**config.mk**
```make
export PLATFORM = sky130hd
export DESIGN_NAME = cral_queue
export DESIGN_NICKNAME = d
export VERILOG_FILES = /design/src/hw/rtl/cral_pkg.sv /design/src/hw/rtl/cral_queue.sv
export SDC_FILE = /design/constraint.sdc
export NUM_CORES = 1
export LEC_CHECK = 0
export BUFFER_PORTS_ARGS = -buffer_cell sky130_fd_sc_hd__buf_2
export CAP_MARGIN = 20
export CORE_UTILIZATION = 40
export CTS_CLUSTER_DIAMETER = 150
export DETAILED_ROUTE_END_ITERATION = 10
export GPL_TIMING_DRIVEN = 0
export SYNTH_ARGS = -nofsm -noshare
export SYNTH_HDL_FRONTEND = slang
export SYNTH_SLANG_ARGS = --single-unit
```
**constraint.sdc**
```tcl
create_clock -name clk -period 6.7 [get_ports clk]
set_input_delay 0.67 -clock clk [delete_from_list [all_inputs] [get_ports clk]]
set_output_delay 0.67 -clock clk [all_outputs]
set_load 0.02 [all_outputs]
```
**src/hw/rtl/cral_pkg.sv**
```systemverilog
// ----------------------------------------------------------------------------
// cral_pkg
// Shared types and constants of the colour ramp age lerp block.
// ----------------------------------------------------------------------------
package cral_pkg;

  localparam int CRAL_RAMP_DEPTH = 256;
  localparam int CRAL_QUEUE_DEPTH = 4;
  localparam int CRAL_DIV_STEPS = 24;

  localparam logic OP_LOAD = 1'b0;
  localparam logic OP_SHADE = 1'b1;

  typedef struct packed {
    logic        operation;
    logic [7:0]  entry_index;
    logic [7:0]  entry_red;
    logic [7:0]  entry_green;
    logic [7:0]  entry_blue;
    logic [7:0]  entry_alpha;
    logic [15:0] remaining_life;
    logic [15:0] total_life;
  } in_t;

  typedef struct packed {
    logic [7:0] red;
    logic [7:0] green;
    logic [7:0] blue;
    logic [7:0] alpha;
  } out_t;

  // one divider step: partial remainder, divisor, dividend bits still to
  // shift in and quotient so far
  typedef struct packed {
    logic        op;
    logic [7:0]  eidx;
    logic [31:0] word;
    logic [15:0] rem;
    logic [15:0] div;
    logic [7:0]  lo;
    logic [23:0] quo;
  } div_t;

  typedef struct packed {
    logic        op;
    logic [7:0]  eidx;
    logic [31:0] word;
    logic [23:0] scaled;
  } job_t;

  typedef struct packed {
    logic push;
    logic full;
    logic pop;
    logic avail;
  } qctl_t;

endpackage

```
**src/hw/rtl/cral_queue.sv**
```systemverilog
// ----------------------------------------------------------------------------
// cral_queue
// Short first-in first-out queue of jobs between front and back.
// ----------------------------------------------------------------------------
module cral_queue (
  input  logic             clk,
  input  logic             rst_n,
  input  logic             push,
  input  cral_pkg::job_t   push_data,
  output logic             full,
  input  logic             pop,
  output logic             avail,
  output cral_pkg::job_t   head
);

  localparam int D = cral_pkg::CRAL_QUEUE_DEPTH;
  localparam int PW = $clog2(D);

  cral_pkg::job_t  slot_r [D];
  logic [PW-1:0]   wp_r, wp_nxt, rp_r, rp_nxt;
  logic [PW:0]     cnt_r, cnt_nxt;

  always_comb begin
    wp_nxt  = push ? wp_r + 1'b1 : wp_r;
    rp_nxt  = pop ? rp_r + 1'b1 : rp_r;
    cnt_nxt = cnt_r + (push ? 1'b1 : 1'b0) - (pop ? 1'b1 : 1'b0);
  end

  always_ff @(posedge clk) begin
    if (!rst_n) begin
      wp_r  <= '0;
      rp_r  <= '0;
      cnt_r <= '0;
    end else begin
      wp_r  <= wp_nxt;
      rp_r  <= rp_nxt;
      cnt_r <= cnt_nxt;
    end
    if (push) begin
      slot_r[wp_r] <= push_data;
    end
  end

  assign full  = (cnt_r == (PW+1)'(D));
  assign avail = (cnt_r != '0);
  assign head  = slot_r[rp_r];

endmodule

```
======== Word level (Yosys, flattened, before mapping) ========
Memories as Yosys holds them, arrays and structs flattened. A register that Yosys moved wholly into a read port is not among the register bits.
Cells that the tools add are included.
storage, ports and cells
  memories kept ........................... 1
  logic and storage cells ................. 16
  bits in read-only memories .............. 0
  bits in latches ......................... 0
  register bits ........................... 7
  input bits .............................. 69
  RAM bits ................................ 260
cells by class
  bitwise logic cells ..................... 0
  multiplexer cells ....................... 6
  multiply operators ...................... 0
  eq/ne operators ......................... 1
  div/mod/pow operators ................... 0
  reduce and logical (&&, ||, !) cells .... 1
  magnitude comparators ................... 0
  $add $sub $neg .......................... 4
  shifts and indexed selects .............. 0
memory list
  memory  depth  bits a word  read ports  clocked after Yosys merged registers in  wr ports  line              text
  slot_r  4      65           1           1                                        1         cral_queue.sv:19  cral_pkg::job_t slot_r [D];
operator list
  operator             count
  $add 2x1->2 const B  2
  $mux 1               4
  $mux 2               2
  $add 3x1->3          1
  $eq 3x3->1 const B   1
  $reduce_bool 3->1    1
  $sub 3x1->3          1

======== Longest topological paths before layout ========
  depth after elaboration ................. 3
  mapped depth ............................ 7

======== Least setup slack after synthesis ========
Ideal clock, no wire load.
  kind .................................... input to register
  start point ............................. in push
  end point ............................... mem slot_r[0][0] (netlist name) (enable)
  arrival ................................. 2.199 ns
  buffers on the path ..................... 0
  setup slack ............................. 4.071 ns
  stages on the path ...................... 1
  required time ........................... 6.270 ns
  cells stage by stage .................... and2_1
on the way
  longest elaborated chain between the ends .. 2
RTL lines
  what                          line              text
  start, declared               cral_queue.sv:8   input logic push,
  $mux 1                        cral_queue.sv:39  if (push) begin
  $mux 1 (implied by the code)  cral_queue.sv:40  slot_r[wp_r] <= push_data;
  end, declared                 cral_queue.sv:19
No other way between the ends.

==> results.py <==
metrics = {
    "status": {
        "status": "finished, final reports clean",
    },
    "drt": {
        "final_antenna_net_count": 0,
        "postRouteWirelength_mm": 17.6,
        "drt_iter0_drc": 257,
        "vias_per_cell": 4.90,
        "number_of_vias_after_detailed_routing": 4397,
        "dr.pass1.iters": 6,
        "drc": 0,
        "wl_per_cell_um": 19.6,
    },
    "critical_path": {
        "worst_setup_path_start_kind": "flop",
        "critPathSlowestCell": "sky130_fd_sc_hd__mux4_2",
        "worst-path-max-fanout": 10,
        "path_class": "flop to output pin",
        "worstPathArrival_ns": 2.02,
        "critical_path_required_ns": 6.03,
        "most_frequent_cp_cell": "sky130_fd_sc_hd__buf_2",
        "crit_path_cell_trace": "buf_2 -> buf_2 -> mux4_2 -> buf_2",
        "worstSetupEndpointType": "output pin",
        "slowest_delay_ns": 0.36,
    },
    "final_layout": {
        "fin_nets": 627,
        "layout_common_cells": "sky130_fd_sc_hd__edfxtp_1, sky130_fd_sc_hd__buf_2, sky130_fd_sc_hd__mux4_2",
        "most_common_library_cell_in_the_layout_ignoring_fill_and_taps": "sky130_fd_sc_hd__edfxtp_1",
        "final_core_util": 0.496,
        "diodes": 0,
        "drive_gt1_frac": 0.466,
        "number_of_fill_cells": 1966,
        "flow.area_growth_from_synthesis_pct": 22.0,
    },
    "die": {
        "floorplan.die_area_um2": 25300,
        "floorplan.die.height_um": 159,
        "core_area_um2": 24200,
        "die-width_um": 159,
        "placementRows": 57,
        "top_level_ports": 136,
        "initial_utilization": 0.407,
    },
    "timing": {
        "clock_skew_ns": 0.0128,
        "final-max-slew-violation-count": 0,
        "final_hold_viol_count": 0,
        "total_negative_slack_for_setup_checks_ns": 0,
        "timing_worst_slew_pin_value_ns": 0.668,
        "final.min_clock_period_ns": 2.69,
        "setup_repair_after_global_routing_missed_its_margin": "no",
        "relSlewSlack": 0.555,
        "setup-violations-final": 0,
        "final.hold.worst_slack_ns": 0.346,
        "peak_freq_ghz": 0.372,
        "period_share": 0.401,
        "final.setup.worst_slack_ns": 4.01,
    },
    "clock_tree": {
        "post_cts.repair.setup_buffers": 0,
        "clk_pin_slew_worst_paths_ns": 0.06,
        "cts_hold_buffers": 0,
        "cts.htree.levels": 1,
        "tritoncts.num_buffers": 28,
        "cts_resized": 0,
        "cts_root_buf": "sky130_fd_sc_hd__clkbuf_16",
        "clk_latency_ns": 0.53,
        "clock_sink_count": 269,
        "clockBufferDepth": 3,
        "cts_tree": "yes",
    },
    "placement": {
        "buffer_ports.inserted": 135,
        "globalplace.congestion": 0.708,
        "worst_setup_slack_after_placement_ns": 4.44,
        "detailedPlacementHpwl_mm": 10.4,
    },
    "min_path": {
        "worst_hold_path_type": "input port to flop",
    },
    "synth": {
        "syn-cell-area_um2": 9870,
        "synth.largest_area_cell": "sky130_fd_sc_hd__edfxtp_1",
        "leading_post_synthesis_cells_by_cell_area": "sky130_fd_sc_hd__edfxtp_1, sky130_fd_sc_hd__mux4_2, sky130_fd_sc_hd__dfxtp_1",
        "synth.yosys.seq_area_share": 0.809,
        "yosys_warnings": 0,
        "synth_fp_nets": 458,
        "post_synth_inst_count": 382,
        "synth.lib_cells_used.distinct": 21,
        "ys_ff_latch": 269,
        "synthDominantCellAreaShare": 0.791,
        "synth.avg_cell_area_um2": 25.8,
    },
    "global_routing": {
        "grt_max_degree": 36,
        "grt-ovfl-total": 0,
        "first_global_vias": 4826,
        "antenna_found_initial": 1,
        "grt_first_pass_wirelength_mm": 27.4,
        "global_route.usage.total": 0.142,
    },
    "power": {
        "design_power_total_mw": 3.97,
        "cellPowerDensity_nw_per_um2": 330,
        "vdd_drop_max_v": 0.000203,
        "p_leak_nw": 4.11,
    },
    "flow_run": {
        "timing.max_cap.violations": 0,
    },
}
[flip-flops by register name (all words and copies together) (netlist names), named ones only]
| name | cells |
|---|---|
| cnt_r | 3 |
| rp_r | 2 |
| slot_r | 260 |
| wp_r | 2 |
[per-layer routing]
layer | GRT usage | part of all wire | up-vias
met4 | 0.0472 | 0.023 | 2
met2 | 0.248 | 0.51 | 109
met5 | 0 | 0.00074 | -
li1 | - | - | 1963
met3 | 0.0336 | 0.055 | 35
met1 | 0.175 | 0.41 | 2288
[power breakdown]
part | switching, mW | leakage, nW | internal (mW)
combinational | 0.241 | 1.17 | 0.184
sequential | 0.0201 | 2.46 | 1.93
clock | 0.597 | 0.486 | 0.995
total | 0.858 | 4.11 | 3.11
[cell families (layout without fill, tap and decap cells)]
| group | Yosys count | after routing | share of synthesized area |
|---|---|---|---|
| flip-flops | 269 | 269 | 0.809 |
| multiplexers | 66 | 66 | 0.149 |
| buffers and inverters | 21 | 212 | 0.0181 |
| AND/OR/NAND/NOR | 14 | 14 | 0.00774 |
| adder cells (fa/ha/maj) | 7 | 7 | 0.00964 |
| XOR/XNOR | 3 | 3 | 0.00418 |
| AO/OA/AOI/OAI | 2 | 2 | 0.00152 |
[stage by stage]
stage,std cells,area (um2)
after floorplan,382,9870
after global placement,841,10900
after detailed placement,845,11100
after CTS,897,12000
after global routing,897,12000
final,897,12000
[final cells by class]
type                            instances  area [um2]  area share
Clock buffer                           39         813      0.0676
Inverter                                7        26.3     0.00218
Timing Repair Buffer                  139         778      0.0647
Multi-Input combinational cell         92        1710       0.142
Tap cell                              324         405      0.0337
Sequential cell                       269        7990       0.664
Clock inverter                         13         163      0.0135
Buffer                                 14         153      0.0127
[critical path: cells and delay by family (launching register included)]
family / cells / cell delay (ns)
buffers and inverters: 3 / 0.79
muxes: 1 / 0.36
DFF: 1 / 0.33
[synth_stat cells (all sizes together)]
library cell    n
xnor2           2
ha              6
or3             1
edfxtp        260
xor3            1
inv             7
nor2            5
fa              1
dfxtp           9
a21oi           1
and2            6
buf            13
nand3b          1
a21bo           1
mux4           65
clkbuf          1
mux2i           1
and3            1
[path summary, 6_finish.rpt]
check | end | slack (ns) | startpoint | cells past startpoint
min reg2reg | rp_r[1]$_SDFFE_PN0P_ | 0.54 | rp_r[1]$_SDFFE_PN0P_ | 2
max reg2reg | cnt_r[2]$_SDFF_PN0_ | 4.90 | cnt_r[0]$_SDFF_PN0_ | 7
max | head[30] | 4.01 | flop | 4
min | slot_r[3][7]$_DFFE_PP_ | 0.35 | push_data[7] | 1
(Power assumes the default switching activity.)
