===== config.mk =====
export PLATFORM = sky130hd
export DESIGN_NAME = cral_front
export DESIGN_NICKNAME = d
export VERILOG_FILES = /design/src/hw/rtl/cral_pkg.sv /design/src/hw/rtl/cral_front.sv
export SDC_FILE = /design/constraint.sdc
export NUM_CORES = 2
export LEC_CHECK = 0
export BUFFER_PORTS_ARGS = -buffer_cell sky130_fd_sc_hd__buf_4
export CORE_UTILIZATION = 36
export DETAILED_ROUTE_END_ITERATION = 6
export PLACE_DENSITY = 0.61
export SLEW_MARGIN = 20
export SYNTH_ARGS = -nofsm -noshare
export SYNTH_HDL_FRONTEND = slang
export SYNTH_SLANG_ARGS = --single-unit

===== constraint.sdc =====
create_clock -name clk -period 183.6 [get_ports clk]
set_input_delay 36.72 -clock clk [delete_from_list [all_inputs] [get_ports clk]]
set_output_delay 36.72 -clock clk [all_outputs]
set_load 0.02 [all_outputs]

===== src/hw/rtl/cral_pkg.sv =====
// ----------------------------------------------------------------------------
// cral_pkg
// Shared types and constants of the colour ramp age lerp block.
// ----------------------------------------------------------------------------
package cral_pkg;

  localparam int CRAL_RAMP_DEPTH = 256;
  localparam int CRAL_QUEUE_DEPTH = 4;
  localparam int CRAL_DIV_STEPS = 24;

  localparam logic OP_LOAD = 1'b0;
  localparam logic OP_SHADE = 1'b1;

  typedef struct packed {
    logic        operation;
    logic [7:0]  entry_index;
    logic [7:0]  entry_red;
    logic [7:0]  entry_green;
    logic [7:0]  entry_blue;
    logic [7:0]  entry_alpha;
    logic [15:0] remaining_life;
    logic [15:0] total_life;
  } in_t;

  typedef struct packed {
    logic [7:0] red;
    logic [7:0] green;
    logic [7:0] blue;
    logic [7:0] alpha;
  } out_t;

  // one divider step: partial remainder, divisor, dividend bits still to
  // shift in and quotient so far
  typedef struct packed {
    logic        op;
    logic [7:0]  eidx;
    logic [31:0] word;
    logic [15:0] rem;
    logic [15:0] div;
    logic [7:0]  lo;
    logic [23:0] quo;
  } div_t;

  typedef struct packed {
    logic        op;
    logic [7:0]  eidx;
    logic [31:0] word;
    logic [23:0] scaled;
  } job_t;

  typedef struct packed {
    logic push;
    logic full;
    logic pop;
    logic avail;
  } qctl_t;

endpackage


===== src/hw/rtl/cral_front.sv =====
// ----------------------------------------------------------------------------
// cral_front
// Takes items, forms the scaled age numerator and runs the pipelined
// restoring divider; loads ride along to keep order.
// ----------------------------------------------------------------------------
module cral_front (
  input  logic             clk,
  input  logic             rst_n,
  input  logic             in_valid,
  output logic             in_ready,
  input  cral_pkg::in_t    in_data,
  input  logic [7:0]       last,
  input  logic             q_full,
  output logic             q_push,
  output cral_pkg::job_t   q_data
);

  localparam int N = cral_pkg::CRAL_DIV_STEPS;

  logic           adv;
  logic           s0_v_r;
  cral_pkg::in_t  s0_r;
  logic           s1_v_r;
  cral_pkg::div_t s1_r, s1_nxt;
  logic           dv_v_r [N];
  cral_pkg::div_t dv_r   [N];
  logic [15:0]    diff, dsr;

  assign adv      = !q_full;
  assign in_ready = adv;

  always_comb begin
    if (s0_r.total_life == 16'd0) begin
      diff = 16'd1;
      dsr  = 16'd1;
    end else if (s0_r.remaining_life >= s0_r.total_life) begin
      diff = 16'd0;
      dsr  = s0_r.total_life;
    end else begin
      diff = s0_r.total_life - s0_r.remaining_life;
      dsr  = s0_r.total_life;
    end
    s1_nxt.op   = s0_r.operation;
    s1_nxt.eidx = s0_r.entry_index;
    s1_nxt.word = {s0_r.entry_alpha, s0_r.entry_blue, s0_r.entry_green, s0_r.entry_red};
    {s1_nxt.rem, s1_nxt.lo} = 24'(diff) * 24'(last);
    s1_nxt.div  = dsr;
    s1_nxt.quo  = '0;
  end

  always_ff @(posedge clk) begin
    if (!rst_n) begin
      s0_v_r <= 1'b0;
      s1_v_r <= 1'b0;
    end else if (adv) begin
      s0_v_r <= in_valid;
      s1_v_r <= s0_v_r;
    end
    if (adv) begin
      s0_r <= in_data;
      s1_r <= s1_nxt;
    end
  end

  genvar k;
  generate
    for (k = 0; k < N; k++) begin : g_div
      cral_pkg::div_t prv, nxt;
      logic           pv;
      logic [16:0]    t;
      logic           ge;
      if (k == 0) begin : g_first
        assign prv = s1_r;
        assign pv  = s1_v_r;
      end else begin : g_rest
        assign prv = dv_r[k-1];
        assign pv  = dv_v_r[k-1];
      end
      always_comb begin
        t        = {prv.rem, prv.lo[7]};
        ge       = (t >= {1'b0, prv.div});
        nxt      = prv;
        nxt.rem  = ge ? 16'(t - {1'b0, prv.div}) : t[15:0];
        nxt.lo   = {prv.lo[6:0], 1'b0};
        nxt.quo  = {prv.quo[22:0], ge};
      end
      always_ff @(posedge clk) begin
        if (!rst_n) begin
          dv_v_r[k] <= 1'b0;
        end else if (adv) begin
          dv_v_r[k] <= pv;
        end
        if (adv) begin
          dv_r[k] <= nxt;
        end
      end
    end
  endgenerate

  assign q_push      = dv_v_r[N-1] && adv;
  assign q_data.op     = dv_r[N-1].op;
  assign q_data.eidx   = dv_r[N-1].eidx;
  assign q_data.word   = dv_r[N-1].word;
  assign q_data.scaled = dv_r[N-1].quo;

endmodule


-- Word-level counts from Yosys, hierarchy flattened
Memories as Yosys holds them, arrays and structs flattened.
Index checks and enable logic that the tools add are counted.
- output and inout port bits: 67
- word-level logic and storage cells: 150
- bits in registers: 156
- bits of input ports: 85
- bits in writable memories: 2520
- memories kept: 2
- memories (memory ; words ; width ; read ports ; clocked after memory_dff ; write ports ; RTL line ; text):
    dv_r ; 24 ; 104 ; 24 ; 0 ; 24 ; cral_front.sv:26 ; cral_pkg::div_t dv_r [N];
    dv_v_r ; 24 ; 1 ; 24 ; 0 ; 24 ; cral_front.sv:25 ; logic dv_v_r [N];
- multipliers: 1
- bitwise logic cells: 24
- reductions and logical operators: 3
- add/subtract/negate cells: 25
- magnitude comparators: 25
- muxes and demuxes: 54
- operators with widths (cell ; number):
    16-bit two-way mux ; 26
    17-bit by 16-bit greater-or-equal comparator with 1-bit output ; 24
    16-bit subtractor ; 25
    1-bit two-way mux ; 28
    16-bit by 8-bit multiplier with 24-bit output ; 1
    1-bit OR ; 24
    16-bit greater-or-equal comparator ; 1
    16-bit zero test ; 1
    1-bit logical AND ; 1
    1-bit zero test ; 1

-- Depth between registers and ports, before layout
- word-level depth: 4
- gate-level depth with buffers: 30
- gate-level depth less buffers: 28

-- Worst setup path after synthesis
No wires, ideal clock.
- path type: input-to-output
- from: input port q_full
- to: output port in_ready
- path buffers: 1
- data arrival time: 79.146 ns
- setup slack: 67.734 ns
- cell stages on the path: 2
- path through: clkbuf_1 > inv_1
- longest elaborated chain between the ends: 1
- ends and longest elaborated chain (what ; RTL line ; text):
    start, declared ; cral_front.sv:13 ; input logic q_full,
    1-bit zero test ; cral_front.sv:29 ; assign adv = !q_full;
    end, declared ; cral_front.sv:10 ; output logic in_ready,
Every way passes these cells.

-- Worst setup path in the final report
Ends and elaborated chain as after synthesis.

==> results.sh <==
export IMPL_finalSetupViolations=0
export IMPL_filler_cell_count=23559
export IMPL_worst_r2r_startpoint="s0_r[0]$_DFFE_PN_"
export IMPL_placement_cell_area_um2=100000
export IMPL_first_global_vias=49778
export IMPL_powerDensity_nw_per_um2=15.9
export IMPL_cts_root_buffer="clkbuf_16"
export IMPL_power_leakage_nw=41.0
export IMPL_worst_setup_path_start_kind="input pin"
export IMPL_timing_hold_violations_final=0
export IMPL_core_um2=262000
export IMPL_grt_pass1_wl_um=255000
export IMPL_clock_tree_buffer_depth=3
export IMPL_holdCritPathClass="register to register"
export IMPL_internal_reg_to_reg_setup_slack_ns=175.30
export IMPL_timing_worst_setup_path_type="input pin to output pin"
export IMPL_timing_final_max_slew_violations=0
export IMPL_row_count=188
export IMPL_post_synth_cell_area_avg_um2=15.1
export IMPL_finalWorstPathRequiredPeriod_ns=74.16
export IMPL_cts_repair_resized=0
export IMPL_fp_dieH_um=516
export IMPL_yosysWarningCount=0
export IMPL_grt_use_total=0.119
export IMPL_crit_chain="buf_4 > inv_8 > buf_4"
export IMPL_via_per_inst=4.75
export IMPL_drc_errors=0
export IMPL_gp_congestion=0.844
export IMPL_netlist_area_um2=95000
export IMPL_worstPathRequired_ns=146.88
export IMPL_clk_transition_reported_paths_ns=0.06
export IMPL_cp_common_cell="buf_4"
export IMPL_inst_count_dp=9823
export IMPL_dr_pass1_iters=5
export IMPL_worst_ir_drop_vdd_v=0.0000112
export IMPL_total_wirelength_of_the_detailed_routed_design_um=160000
export IMPL_number_of_buffers_created_by_cts=230
export IMPL_cts_setup_buffers=0
export IMPL_grt_antenna_before_repair=2
export IMPL_tightestPinTransition_ns=1.06
export IMPL_synth_seq_area_share=0.704
export IMPL_detail_route_iter0_violations=3111
export IMPL_sequential_cell_area_um2=66900
export IMPL_cts_max_level=4
export IMPL_timing_critical_path_fanout_max=29
export IMPL_synthDistinctLibCells=87
export IMPL_globalRouteMet1Util=0.132
export IMPL_die_area_um2=266000
export IMPL_crit_path_end_kind="output pin"
export IMPL_chipWidth_um=516
export IMPL_ys_seq_elements=2228
export IMPL_wire_per_inst_um=15.6
export IMPL_worst_endpoint_arrival_ns=37.44
export IMPL_initial_core_util=0.362
export IMPL_non_filler_instance_count_after_layout=10254
export IMPL_vias=48726
export IMPL_run_status="finished, final reports clean"
export IMPL_layout_cell_area_non_filler_um2=108000
export IMPL_syn_inst=6278
export IMPL_nNetsFinal=7177
export IMPL_critical_path_max_stage_delay_ns=0.27
export IMPL_globalRouteMet3Util=0.0212
export IMPL_grt_overflow_total=0
export IMPL_synth_top_flop_cell="edfxtp_1"
export IMPL_fin_skew_ns=0.0566
export IMPL_hpwlAfterDp_um=109000
export IMPL_clkLatencyLatePin_ns=0.90
export IMPL_postSynth_asyncResetShare=0
export IMPL_antenna_violating_nets_post_route=0
export IMPL_gr_max_usage_layer="met2"
export IMPL_total_power_w=0.00171
export IMPL_hold_path_startpoint="dv_r[2][313]$_DFFE_PN_"
export IMPL_ioPinCount=152
export IMPL_timing_critical_path_slowest_stage_cell="buf_4"
export IMPL_synthesis_nets=6914
export IMPL_aggregate_negative_setup_slack_ns=0
export IMPL_area_of_the_multi_input_gates_um2=25100
export IMPL_fmaxAchievable_ghz=0.0135
export IMPL_grtUsageMet2=0.219
export IMPL_tritoncts="yes"
export IMPL_slew_headroom=0.288
export IMPL_drv_cap=0
export IMPL_layout_area_overhead_vs_synth_pct=13.4
export IMPL_crit_start="q_full"
export IMPL_synth_enable_flop_cells=2225
export IMPL_drive_above_1_share=0.108
export IMPL_numClockSinks=2228
export IMPL_rsz_0062_raised_after_global_routing="no"
export IMPL_grt_max_degree=220
export IMPL_timing_final_crit_share=0.404
export IMPL_numPortBuffers=151
export IMPL_holdBufCountCts=0
per-stage QoR:
stage           util  setup WS, ns  hold WS, ns
2_1_floorplan      -         67.73        0.400
3_3_place_gp   0.381        109.43        0.400
3_5_place_dp   0.381        109.42        0.405
4_1_cts        0.411        109.42        0.365
5_1_grt        0.411        109.41        0.377
6_report       0.411        109.44        0.372
area by class of cell:
type,instances,area share
tap,3515,0.0408
antenna,2,0.0000464
multi-input combinational,3289,0.233
timing repair buffer,190,0.0135
clock buffer,270,0.0551
sequential,2228,0.621
clock inverter,158,0.0162
inverter,602,0.0210
metal layers:
metal  share of wire  routed length [µm]  up-vias
met3           0.036                5810      366
met5               0                   0        -
met1            0.40               63700    23726
met4           0.040                6380        0
met2            0.53               83900      881
li1                -                   -    23753
worst max-delay path, delay by kind of cell:
family	cells	cell delay [ns]
buffers and inverters	3	0.65
worst paths after layout:
path                            cells after the start                         end
worst max register to register                     26  g_div[0].prv[63]$_DFFE_PN_
worst min-delay path                                0      dv_r[2][418]$_DFFE_PN_
worst max-delay path                                3                    in_ready
worst min register to register                      0      dv_r[2][418]$_DFFE_PN_
where the power goes:
group | switching (W) | internal, W | total (W) | leakage, nW
registers | 0.0000377 | 0.000674 | 0.000711 | 21.8
logic | 0.000303 | 0.000235 | 0.000538 | 15.4
clock network | 0.000194 | 0.000269 | 0.000463 | 3.71
total | 0.000535 | 0.00118 | 0.00171 | 41.0
kinds of logic after synthesis:
group	share of synthesized area
buf+inv	0.0333
mux	0.0217
flops	0.704
compound gates	0.0773
fa+ha+maj	0.0811
simple gates	0.0566
xor+xnor	0.0259
flip-flops by register name, indices dropped and copies added, names as in the netlist:
register   count
dv_r        2048
g_div.nxt     64
g_div.prv     17
dv_v_r        24
s0_v_r         1
s0_r          73
g_div.pv       1
layout by cell type, fill, tap and decap left out, types with 17 or more instances in the layout:
cell       instances
edfxtp_1        2225
inv_1            600
ha_1             443
nand2_1          329
nor2_1           325
o21ai_0          305
a21oi_1          273
clkbuf_16        230
buf_4            188
xnor2_1          162
a21o_1           150
mux2_2           129
xor2_1           119
fa_1             108
o21a_1            77
nand3_1           71
nor2b_1           67
nor3_1            65
clkinv_1          61
nand2b_1          55
and2_1            45
a31oi_1           40
clkinv_2          37
clkbuf_1          37
and3_1            34
a211oi_1          34
nand4_1           33
mux2i_1           30
o31ai_1           28
bufinv_16         26
nor4_1            22
o31a_1            22
mux2_4            19
o211ai_1          18
or2_2             18
o21bai_1          17
cell usage after synthesis (33+ instances only):
master	n	area share
nand3_1	71	0.0037
edfxtp_1	2225	0.70
o21ai_0	305	0.016
a211oi_1	34	0.0027
nand2b_1	55	0.0036
nor3_1	66	0.0035
inv_1	601	0.024
nor2b_1	68	0.0045
mux2_2	129	0.015
a21oi_1	273	0.014
ha_1	443	0.058
nor2_1	325	0.013
xnor2_1	162	0.015
clkbuf_1	67	0.0026
and2_1	45	0.0030
and3_1	34	0.0022
nand2_1	329	0.013
a31oi_1	40	0.0026
fa_1	108	0.023
nand4_1	33	0.0022
xor2_1	119	0.011
buf_4	66	0.0052
o21a_1	77	0.0061
a21o_1	150	0.012
(Power assumes the default switching activity.)
